File: config.mk
export PLATFORM = sky130hd
export DESIGN_NAME = crc_delimited_frame_receiver
export DESIGN_NICKNAME = d
export VERILOG_FILES = /design/src/design/cdfr_pkg.sv /design/src/design/cdfr_dpath.sv /design/src/design/cdfr_ctrl.sv /design/src/design/crc_delimited_frame_receiver.sv
export SDC_FILE = /design/constraint.sdc
export NUM_CORES = 2
export LEC_CHECK = 0
export BUFFER_PORTS_ARGS = -buffer_cell sky130_fd_sc_hd__buf_2
export CORE_MARGIN = 3
export CORE_UTILIZATION = 59
export CTS_BUF_LIST = sky130_fd_sc_hd__clkbuf_4
export CTS_CLUSTER_SIZE = 24
export DETAILED_ROUTE_END_ITERATION = 6
export PLACE_DENSITY_LB_ADDON = 0.1
export SYNTH_ARGS = -nofsm -noshare
export SYNTH_HDL_FRONTEND = slang
export SYNTH_SLANG_ARGS = --single-unit
File: constraint.sdc
create_clock -name clock -period 3.5 [get_ports clock]
set_input_delay 0.525 -clock clock [delete_from_list [all_inputs] [get_ports clock]]
set_output_delay 0.525 -clock clock [all_outputs]
set_load 0.05 [all_outputs]
File: src/design/cdfr_pkg.sv
`default_nettype none

package cdfr_pkg;

   // Default sizes and fixed limits
   localparam int BUFFER_BYTES_DEF = 256;
   localparam int CHUNK_BYTES_DEF  = 8;
   localparam int CHUNK_MAX        = 8;
   localparam int MAX_RESULTS      = 32;
   localparam int MIN_FRAME        = 4;
   localparam int FRAME_OVERHEAD   = 3;

   // Modbus CRC-16, reflected form
   localparam logic [15:0] CRC_INIT = 16'hFFFF;
   localparam logic [15:0] CRC_POLY = 16'hA001;

   // Register reset values
   localparam logic [8:0]  RX_CAPACITY_RESET    = 9'd256;
   localparam logic [7:0]  PDU_CAPACITY_RESET   = 8'd253;
   localparam logic [15:0] IDLE_TIMEOUT_RESET   = 16'd10;
   localparam logic        TIMEOUT_ENABLE_RESET = 1'b0;

   typedef enum logic [1:0] {
      CSR_RX_CAPACITY,
      CSR_PDU_CAPACITY,
      CSR_IDLE_TIMEOUT,
      CSR_TIMEOUT_ENABLE
   } csr_index_type;

   typedef enum logic [1:0] {
      STATUS_CHUNK,
      STATUS_FULL,
      STATUS_LONG,
      STATUS_IDLE
   } status_type;

   typedef enum logic [2:0] {
      VERDICT_NONE,
      VERDICT_FULL,
      VERDICT_LONG,
      VERDICT_IDLE,
      VERDICT_EMIT
   } verdict_type;

   typedef enum logic [2:0] {
      ST_IDLE,
      ST_FOLD,
      ST_CHECK,
      ST_ERR,
      ST_READ,
      ST_PACK,
      ST_PUSH
   } state_type;

   // Controller to datapath
   typedef struct packed {
      logic take;
      logic fold;
      logic emit_start;
      logic pack;
      logic load_err;
      logic load_chunk;
   } cmd_type;

   // Datapath to controller
   typedef struct packed {
      verdict_type verdict;
      logic        fold_last;
      logic        pack_end;
      logic        pay_empty;
      logic        final_chunk;
      logic        out_free;
   } stat_type;

endpackage

`default_nettype wire

File: src/design/cdfr_dpath.sv
`default_nettype none

module cdfr_dpath #(
   parameter int BUFFER_BYTES = cdfr_pkg::BUFFER_BYTES_DEF,
   parameter int CHUNK_BYTES  = cdfr_pkg::CHUNK_BYTES_DEF
) (
   input  wire                    clock,
   input  wire                    reset,
   input  cdfr_pkg::cmd_type      cmd,
   output cdfr_pkg::stat_type     stat,
   input  wire                    csr_we,
   input  wire  [1:0]             csr_index,
   input  wire  [15:0]            csr_wdata,
   input  wire                    in_func,
   input  wire  [7:0]             in_byte,
   output logic                   rsp_tvalid,
   input  wire                    rsp_tready,
   output logic [71:0]            rsp_tdata,
   output logic [1:0]             rsp_tuser,
   output logic                   rsp_tlast
);

   localparam int AW        = $clog2(BUFFER_BYTES);
   localparam int FW        = $clog2(BUFFER_BYTES + 1);
   localparam int CMPW      = (FW > 9) ? FW : 9;
   localparam int PDU_LIMIT = cdfr_pkg::MAX_RESULTS * CHUNK_BYTES;
   localparam int CIW       = $clog2(cdfr_pkg::CHUNK_MAX);

   // Configuration
   logic [8:0]  rx_cap_ff;
   logic [7:0]  pdu_cap_ff;
   logic [15:0] timeout_ff;
   logic        to_en_ff;

   // Frame state
   logic [FW-1:0] fill_ff;
   logic [15:0]   crc_ff;
   logic [15:0]   idle_ff;
   logic [7:0]    hist1_ff;
   logic [7:0]    hist2_ff;
   logic          func_ff;
   logic          stored_ff;
   logic          fold_en_ff;
   logic [2:0]    bit_ff;

   // Payload readout
   logic [FW-1:0] pos_ff;
   logic [3:0]    nb_ff;
   logic [7:0]    chunk_ff [cdfr_pkg::CHUNK_MAX];
   logic [7:0]    mem [BUFFER_BYTES];
   logic [7:0]    rdata_ff;

   // Output word
   logic                 rsp_valid_ff;
   cdfr_pkg::status_type rsp_status_ff;
   logic [63:0]          rsp_chunk_ff;
   logic [3:0]           rsp_nb_ff;
   logic                 rsp_last_ff;

   logic [CMPW-1:0]       cap_w;
   logic [CMPW-1:0]       fill_w;
   logic [FW-1:0]         len;
   logic [CMPW-1:0]       len_w;
   logic                  room;
   logic                  crc_hit;
   logic                  too_long;
   logic                  timed_out;
   logic [FW-1:0]         pos_next;
   logic [3:0]            nb_next;
   logic [AW-1:0]         raddr;
   logic [63:0]           chunk_word;
   cdfr_pkg::verdict_type verdict;
   cdfr_pkg::status_type  err_status;

   // Capacity clamp and frame checks
   always_comb begin
      cap_w     = (CMPW'(rx_cap_ff) > CMPW'(BUFFER_BYTES)) ? CMPW'(BUFFER_BYTES)
                                                          : CMPW'(rx_cap_ff);
      fill_w    = CMPW'(fill_ff);
      room      = fill_w < cap_w;
      len       = fill_ff - FW'(cdfr_pkg::FRAME_OVERHEAD);
      len_w     = CMPW'(len);
      crc_hit   = (fill_w >= CMPW'(cdfr_pkg::MIN_FRAME)) && ({hist1_ff, hist2_ff} == crc_ff);
      too_long  = (len_w > CMPW'(pdu_cap_ff)) || (len_w > CMPW'(PDU_LIMIT));
      timed_out = to_en_ff && (fill_ff != '0) && (idle_ff >= timeout_ff);
   end

   // Decide what the word just taken leads to
   always_comb begin
      verdict = cdfr_pkg::VERDICT_NONE;
      if (!func_ff) begin
         if (!stored_ff) verdict = cdfr_pkg::VERDICT_FULL;
         else if (crc_hit) verdict = too_long ? cdfr_pkg::VERDICT_LONG : cdfr_pkg::VERDICT_EMIT;
         else if (!room) verdict = cdfr_pkg::VERDICT_FULL;
         else if (timed_out) verdict = cdfr_pkg::VERDICT_IDLE;
      end else begin
         if ((fill_ff != '0) && !room) verdict = cdfr_pkg::VERDICT_FULL;
         else if (timed_out) verdict = cdfr_pkg::VERDICT_IDLE;
      end
   end

   always_comb begin
      case (verdict)
         cdfr_pkg::VERDICT_FULL: err_status = cdfr_pkg::STATUS_FULL;
         cdfr_pkg::VERDICT_LONG: err_status = cdfr_pkg::STATUS_LONG;
         default:                err_status = cdfr_pkg::STATUS_IDLE;
      endcase
   end

   // Readout bookkeeping
   always_comb begin
      pos_next = pos_ff + FW'(1);
      nb_next  = nb_ff + 4'd1;
      raddr    = AW'(pos_next);
      for (int i = 0; i < cdfr_pkg::CHUNK_MAX; i++) begin
         chunk_word[8*i +: 8] = chunk_ff[i];
      end
   end

   always_comb begin
      stat.verdict     = verdict;
      stat.fold_last   = (bit_ff == 3'd7);
      stat.pack_end    = (nb_next == 4'(CHUNK_BYTES)) || (pos_next == len);
      stat.pay_empty   = (len == '0);
      stat.final_chunk = (pos_ff == len);
      stat.out_free    = !rsp_valid_ff || rsp_tready;
   end

   // Control state, CRC and configuration
   always_ff @(posedge clock) begin
      if (reset) begin
         rx_cap_ff    <= cdfr_pkg::RX_CAPACITY_RESET;
         pdu_cap_ff   <= cdfr_pkg::PDU_CAPACITY_RESET;
         timeout_ff   <= cdfr_pkg::IDLE_TIMEOUT_RESET;
         to_en_ff     <= cdfr_pkg::TIMEOUT_ENABLE_RESET;
         fill_ff      <= '0;
         crc_ff       <= cdfr_pkg::CRC_INIT;
         idle_ff      <= '0;
         func_ff      <= 1'b1;
         stored_ff    <= 1'b0;
         fold_en_ff   <= 1'b0;
         bit_ff       <= '0;
         pos_ff       <= '0;
         nb_ff        <= '0;
         rsp_valid_ff <= 1'b0;
      end else begin
         if (csr_we) begin
            unique case (cdfr_pkg::csr_index_type'(csr_index))
               cdfr_pkg::CSR_RX_CAPACITY:    rx_cap_ff  <= csr_wdata[8:0];
               cdfr_pkg::CSR_PDU_CAPACITY:   pdu_cap_ff <= csr_wdata[7:0];
               cdfr_pkg::CSR_IDLE_TIMEOUT:   timeout_ff <= csr_wdata;
               cdfr_pkg::CSR_TIMEOUT_ENABLE: to_en_ff   <= csr_wdata[0];
               default: ;
            endcase
         end

         // Take a word: store a byte and seed the CRC fold, or count a tick
         if (cmd.take) begin
            func_ff    <= in_func;
            bit_ff     <= '0;
            stored_ff  <= 1'b0;
            fold_en_ff <= 1'b0;
            if (!in_func) begin
               idle_ff <= '0;
               if (room) begin
                  fill_ff   <= fill_ff + FW'(1);
                  stored_ff <= 1'b1;
                  if (fill_ff >= FW'(cdfr_pkg::FRAME_OVERHEAD - 1)) begin
                     crc_ff     <= crc_ff ^ {8'h00, hist2_ff};
                     fold_en_ff <= 1'b1;
                  end
               end
            end else if (idle_ff != 16'hFFFF) begin
               idle_ff <= idle_ff + 16'd1;
            end
         end

         // Shift the CRC one bit
         if (cmd.fold) begin
            bit_ff <= bit_ff + 3'd1;
            if (fold_en_ff) begin
               crc_ff <= crc_ff[0] ? ((crc_ff >> 1) ^ cdfr_pkg::CRC_POLY) : (crc_ff >> 1);
            end
         end

         if (cmd.emit_start) begin
            pos_ff <= '0;
            nb_ff  <= '0;
         end

         if (cmd.pack) begin
            pos_ff <= pos_next;
            nb_ff  <= nb_next;
         end

         // Drop the buffer after an error or the last chunk
         if (cmd.load_err || (cmd.load_chunk && stat.final_chunk)) begin
            fill_ff <= '0;
            crc_ff  <= cdfr_pkg::CRC_INIT;
         end

         if (cmd.load_chunk) begin
            nb_ff <= '0;
         end

         if (cmd.load_err || cmd.load_chunk) begin
            rsp_valid_ff <= 1'b1;
         end else if (rsp_tready) begin
            rsp_valid_ff <= 1'b0;
         end
      end
   end

   // Frame buffer: one write, one registered read
   always_ff @(posedge clock) begin
      if (cmd.take && !in_func && room) begin
         mem[fill_ff[AW-1:0]] <= in_byte;
      end
      rdata_ff <= mem[raddr];
   end

   // Byte history, chunk assembly and output word
   always_ff @(posedge clock) begin
      if (cmd.take && !in_func && room) begin
         hist1_ff <= in_byte;
         hist2_ff <= hist1_ff;
      end

      if (cmd.emit_start || cmd.load_chunk) begin
         for (int i = 0; i < cdfr_pkg::CHUNK_MAX; i++) begin
            chunk_ff[i] <= 8'h00;
         end
      end else if (cmd.pack) begin
         chunk_ff[nb_ff[CIW-1:0]] <= rdata_ff;
      end

      if (cmd.load_err) begin
         rsp_status_ff <= err_status;
         rsp_chunk_ff  <= '0;
         rsp_nb_ff     <= '0;
         rsp_last_ff   <= 1'b1;
      end else if (cmd.load_chunk) begin
         rsp_status_ff <= cdfr_pkg::STATUS_CHUNK;
         rsp_chunk_ff  <= chunk_word;
         rsp_nb_ff     <= nb_ff;
         rsp_last_ff   <= stat.final_chunk;
      end
   end

   assign rsp_tvalid = rsp_valid_ff;
   assign rsp_tdata  = {4'h0, rsp_nb_ff, rsp_chunk_ff};
   assign rsp_tuser  = rsp_status_ff;
   assign rsp_tlast  = rsp_last_ff;

`ifndef SYNTHESIS
   a_fill_bound: assert property (@(posedge clock) disable iff (reset)
      CMPW'(fill_ff) <= CMPW'(BUFFER_BYTES))
      else $error("fill count beyond buffer size");

   a_load_free: assert property (@(posedge clock) disable iff (reset)
      (cmd.load_err || cmd.load_chunk) |-> stat.out_free)
      else $error("output word overwritten before it was taken");

   a_final_drop: assert property (@(posedge clock) disable iff (reset)
      (cmd.load_chunk && stat.final_chunk) |=> (fill_ff == '0 && crc_ff == cdfr_pkg::CRC_INIT))
      else $error("buffer not dropped after last chunk");

   a_pack_room: assert property (@(posedge clock) disable iff (reset)
      cmd.pack |-> (nb_ff < 4'(CHUNK_BYTES)))
      else $error("byte packed into a full chunk");
`endif

endmodule

`default_nettype wire

File: src/design/cdfr_ctrl.sv
`default_nettype none

module cdfr_ctrl (
   input  wire                 clock,
   input  wire                 reset,
   input  wire                 req_tvalid,
   input  wire                 req_tuser,
   output logic                req_tready,
   input  cdfr_pkg::stat_type  stat,
   output cdfr_pkg::cmd_type   cmd
);

   cdfr_pkg::state_type state_ff;
   cdfr_pkg::state_type state_in;

   // Next state
   always_comb begin
      state_in = state_ff;
      unique case (state_ff)
         cdfr_pkg::ST_IDLE: begin
            if (req_tvalid) state_in = req_tuser ? cdfr_pkg::ST_CHECK : cdfr_pkg::ST_FOLD;
         end
         cdfr_pkg::ST_FOLD: begin
            if (stat.fold_last) state_in = cdfr_pkg::ST_CHECK;
         end
         cdfr_pkg::ST_CHECK: begin
            unique case (stat.verdict)
               cdfr_pkg::VERDICT_NONE: state_in = cdfr_pkg::ST_IDLE;
               cdfr_pkg::VERDICT_EMIT:
                  state_in = stat.pay_empty ? cdfr_pkg::ST_PUSH : cdfr_pkg::ST_READ;
               default: state_in = cdfr_pkg::ST_ERR;
            endcase
         end
         cdfr_pkg::ST_ERR: begin
            if (stat.out_free) state_in = cdfr_pkg::ST_IDLE;
         end
         cdfr_pkg::ST_READ: state_in = cdfr_pkg::ST_PACK;
         cdfr_pkg::ST_PACK: begin
            state_in = stat.pack_end ? cdfr_pkg::ST_PUSH : cdfr_pkg::ST_READ;
         end
         cdfr_pkg::ST_PUSH: begin
            if (stat.out_free)
               state_in = stat.final_chunk ? cdfr_pkg::ST_IDLE : cdfr_pkg::ST_READ;
         end
         default: state_in = cdfr_pkg::ST_IDLE;
      endcase
   end

   // Commands
   always_comb begin
      cmd        = '0;
      req_tready = 1'b0;
      unique case (state_ff)
         cdfr_pkg::ST_IDLE: begin
            req_tready = 1'b1;
            cmd.take   = req_tvalid;
         end
         cdfr_pkg::ST_FOLD:  cmd.fold = 1'b1;
         cdfr_pkg::ST_CHECK: cmd.emit_start = (stat.verdict == cdfr_pkg::VERDICT_EMIT);
         cdfr_pkg::ST_ERR:   cmd.load_err = stat.out_free;
         cdfr_pkg::ST_READ:  ;
         cdfr_pkg::ST_PACK:  cmd.pack = 1'b1;
         cdfr_pkg::ST_PUSH:  cmd.load_chunk = stat.out_free;
         default: ;
      endcase
   end

   always_ff @(posedge clock) begin
      if (reset) begin
         state_ff <= cdfr_pkg::ST_IDLE;
      end else begin
         state_ff <= state_in;
      end
   end

endmodule

`default_nettype wire

File: src/design/crc_delimited_frame_receiver.sv
`default_nettype none

// Channel  Dir  tdata (low bit up)               tuser           tlast
// req_     in   byte_value[7:0]                  func            -
// rsp_     out  pdu_chunk[63:0], chunk_bytes,    status[1:0]     last
//               four zero bits
// csr_     in   write enable, index, 16-bit data (no read-back)
//
// A byte is handled as a take, eight bit-serial CRC shifts and one check.
// A timer tick goes from the take straight to the check. An error adds a state
// that loads the result. A complete frame adds a buffer read and a pack per
// payload byte, plus a push per chunk; the registered buffer read sets this.
// A result waits in the output register while the next word is taken; work
// stalls only when a new result meets an untaken one. Reset leaves the frame
// buffer as it is; no clearing pass.
module crc_delimited_frame_receiver #(
   parameter int BUFFER_BYTES = cdfr_pkg::BUFFER_BYTES_DEF,
   parameter int CHUNK_BYTES  = cdfr_pkg::CHUNK_BYTES_DEF
) (
   input  wire         clock,
   input  wire         reset,
   input  wire         req_tvalid,
   output logic        req_tready,
   input  wire  [7:0]  req_tdata,   // byte_value
   input  wire         req_tuser,   // func
   output logic        rsp_tvalid,
   input  wire         rsp_tready,
   output logic [71:0] rsp_tdata,   // pdu_chunk, chunk_bytes, zero pad
   output logic [1:0]  rsp_tuser,   // status
   output logic        rsp_tlast,
   input  wire         csr_we,
   input  wire  [1:0]  csr_index,
   input  wire  [15:0] csr_wdata
);

   cdfr_pkg::cmd_type  cmd;
   cdfr_pkg::stat_type stat;

   cdfr_ctrl u_ctrl (
      .clock      (clock),
      .reset      (reset),
      .req_tvalid (req_tvalid),
      .req_tuser  (req_tuser),
      .req_tready (req_tready),
      .stat       (stat),
      .cmd        (cmd)
   );

   cdfr_dpath #(
      .BUFFER_BYTES (BUFFER_BYTES),
      .CHUNK_BYTES  (CHUNK_BYTES)
   ) u_dpath (
      .clock      (clock),
      .reset      (reset),
      .cmd        (cmd),
      .stat       (stat),
      .csr_we     (csr_we),
      .csr_index  (csr_index),
      .csr_wdata  (csr_wdata),
      .in_func    (req_tuser),
      .in_byte    (req_tdata),
      .rsp_tvalid (rsp_tvalid),
      .rsp_tready (rsp_tready),
      .rsp_tdata  (rsp_tdata),
      .rsp_tuser  (rsp_tuser),
      .rsp_tlast  (rsp_tlast)
   );

endmodule

`default_nettype wire
==> out/metrics.yaml <==
start_util_pct: 59.8
areaGrowthSynthToFinish_pct: 15.7
hold_viol_final: 0
grt_start_max_net_pins: 133
yosysTopAreaCell: "edfxtp_1"
crit_type: "reg -> reg"
grt_pass1_vias: 49000
yosys-top-cells-area: "edfxtp_1, mux4_2, dfxtp_1, nor2_1, nand2_1"
max_slew_margin_pct: 30.8
design_area_um2: 104000
wl_met2_mm: 103
r2r_slack_ns: 0.06
slowest_stage: "mux4_2"
ys_seq_area_share_pct: 74.8
cts_tree: "done"
endpoint_kind: "register"
num_vias: 48100
drc: 0
rsz0062_at_grt: "no"
yosysMostFrequentCell: "edfxtp_1"
dp_hpwl_mm: 131
ctsRootBufferMaster: "clkbuf_4"
ios: 109
max_cap_violations: 0
drtAntennaViolNets: 0
setup_viol: 0
syn-cell-area_um2: 90200
grt_pass1_wl_mm: 317
max_freq_mhz: 290
outcome: "completed"
synth_common_cells: "edfxtp_1, mux4_2, nor2_1"
die_height_um: 397
p_per_area_nw_per_um2: 509
grt_usage_pct: 27.6
clk_path_buf_depth: 4
cp_top_family: "multiplexers"
synth_mux_area_share_pct: 16.1
fin_cells: 7892
synth_ff_type: "edfxtp_1"
finish.utilization_pct: 69.1
synth_xor_xnor_area_share_pct: 0.765
htreeDepth: 6
wl_per_cell_um: 27.0
overflow: 0
dieArea_um2: 158000
hold_path.class: "in -> reg"
yosysWarnings: 0
drt_iter0_drc: 5337
ys_ff_latch: 2305
wl_met1_mm: 85.3
crit_path_start_kind: "register"
rows: 142
vias_per_cell: 6.10
synth_top_area_share_pct: 70.9
top_layer: "met5"
first_pass_iters: 6
cts_setup_buffers: 0
die_x_um: 397
numCtsBuffers: 588
wl_mm: 213
synthSimpleGateAreaFrac_pct: 4.32
synth_top_family_by_area: "multiplexers"
worstSkewPairLatency_ns: 1.23
drive_above_1_share_pct: 36.9
cpPeakStageDelay_ns: 0.52
tightestPinTransition_ns: 1.03
core_region_area_um2: 151000
power.leakage_uw: 0.0344
final.setup.tns_ns: 0
cp_cell_sequence: "ha_4 -> buf_12 -> buf_4 -> buf_12 -> mux4_2 -> mux4_2 -> a22o_1 -> a221oi_1 -> o221ai_1"
clk_pin_slew_worst_paths_ns: 0.06
synth_cells: 4505
dp.cells: 6857
async_reset_ff_share_pct: 0
place_area_um2: 96700
cts_sinks: 2305
synth_compound_area_share_pct: 2.01
synth_fa_ha_area_share_pct: 0.583
fin_crit_sh_pct: 98.4
total_power_uw: 53100
port_buffers: 104
syn_area_per_cell_um2: 20.0
worst-path-buf-inv: 3
fin_skew_ns: 0.0651
crit_fanout: 36
place_congestion: 0.843
antenna_found_initial: 8
ir_drop_mv: 0.300
cp.arrival_ns: 4.52
ys_types: 65
slew_viol_final: 0
wl_met3_mm: 19.7
cp.required_ns: 4.57
layout.nets: 5571
synth_edf_count: 2130
period_minus_slack_ns: 3.44
==> metrics by stage <==
step                      setup slack [ns]  hold WS, ns
after global routing               0.00942       0.0522
after floorplan                     0.0906        0.436
final                               0.0551        0.185
after CTS                           0.0421      0.00555
after global placement              -0.127        0.432
after detailed placement            -0.189        0.437
==> final timing paths <==
kind / cells past startpoint / endpoint / from
hold reg to reg: 2 / u_dpath.rsp_tlast / u_dpath.rsp_tlast
setup reg to reg: 9 / u_dpath.rdata_ff[1] / u_dpath.pos_ff[0]
setup / recovery: 9 / u_dpath.rdata_ff[1] / u_dpath.pos_ff[0]
hold / removal: 4 / u_dpath.timeout_ff[2] / csr_wdata[2]
==> routing by layer <==
| metal | up-vias | track usage [%] |
|---|---|---|
| met1 | 24800 | 40.0 |
| met4 | 2 | 8.64 |
| met3 | 302 | 6.07 |
| met5 | - | 0 |
| li1 | 20600 | - |
| met2 | 2364 | 42.7 |
==> layout make-up <==
type	count	area, um^2
diodes	8	20.0
clock buffers	830	6230
clock inverters	131	653
fillers	9645	46600
inverters	38	146
multi-input cells	1900	21600
flip-flops and latches	2305	67500
well taps	2016	2520
repair buffers	664	5600
==> power by group <==
part           leakage, uW  internal, uW  switching, uW  total, uW
Sequential          0.0207         30200           90.7      30300
Combinational      0.00961           358           1170       1530
Clock              0.00416         11200          10100      21300
Total               0.0344         41700          11400      53100
==> cells by family (layout without fill, tap and decap cells) <==
logic type,count (synthesis),after routing
other,1,12
AOI/OAI and AO/OA,272,272
xor gates and xnor gates,73,73
buffers and inverters,303,1663
adders and majority gates,42,42
muxes,650,650
and+or+nand+nor,859,859
DFF,2305,2305
==> flip-flops by register name (all words and copies together) (netlist names), 4 cells and up <==
signal,cells
u_dpath.mem,2048
rsp_tdata,64
u_dpath.fill_ff,9
u_dpath.rx_cap_ff,9
u_dpath.hist2_ff,8
u_dpath.pos_ff,9
u_dpath.timeout_ff,16
u_dpath.idle_ff,16
u_dpath.rdata_ff,8
u_dpath.pdu_cap_ff,8
u_dpath.hist1_ff,8
u_dpath.crc_ff,16
u_dpath.rsp_nb_ff,4
u_dpath.chunk_ff,64
u_dpath.nb_ff,4
==> worst register-to-register path, delay by kind of cell, from the launching register on <==
kind | cells | cell delay, ns
multiplexers | 2 | 0.94
buffers and inverters | 3 | 0.88
AO/OA/AOI/OAI | 3 | 0.81
flip-flops | 1 | 0.36
adder cells (fa/ha/maj) | 1 | 0.35
==> timing repair <==
| action | in CTS | in global routing |
|---|---|---|
| endpoints found under the setup margin | 64 | 712 |
| gates cloned | 0 | 0 |
| hold buffers | 66 | 0 |
| pin swaps | 0 | 0 |
| resized for setup | 1 | 15 |
| hold endpoints to repair | 1051 | 0 |
==> cells in the final DEF, fill, tap and decap left out, types with 9 or more instances in the layout <==
master,Yosys,routed
buf_4,9,443
a21oi_1,117,112
inv_2,0,16
mux4_2,640,640
nand3_1,46,46
nand2_1,295,280
nor4_1,13,12
o21ai_0,12,11
mux2i_1,9,9
a221oi_1,17,17
a22oi_1,44,43
a22o_1,17,17
xnor2_1,25,24
dfxtp_1,175,174
xor2_1,43,42
dlygate4sd3_1,0,66
nand2_2,0,15
nor3_1,39,36
ha_1,42,41
clkbuf_4,0,830
nor2_1,304,302
buf_2,56,96
nand4_1,14,14
nor2b_1,10,10
edfxtp_1,2130,2130
clkinv_1,2,97
inv_1,36,36
buf_12,0,50
clkinv_2,0,10
and2_1,71,71
a21o_1,12,12
Note: power is estimated with default switching activity, not from simulation.
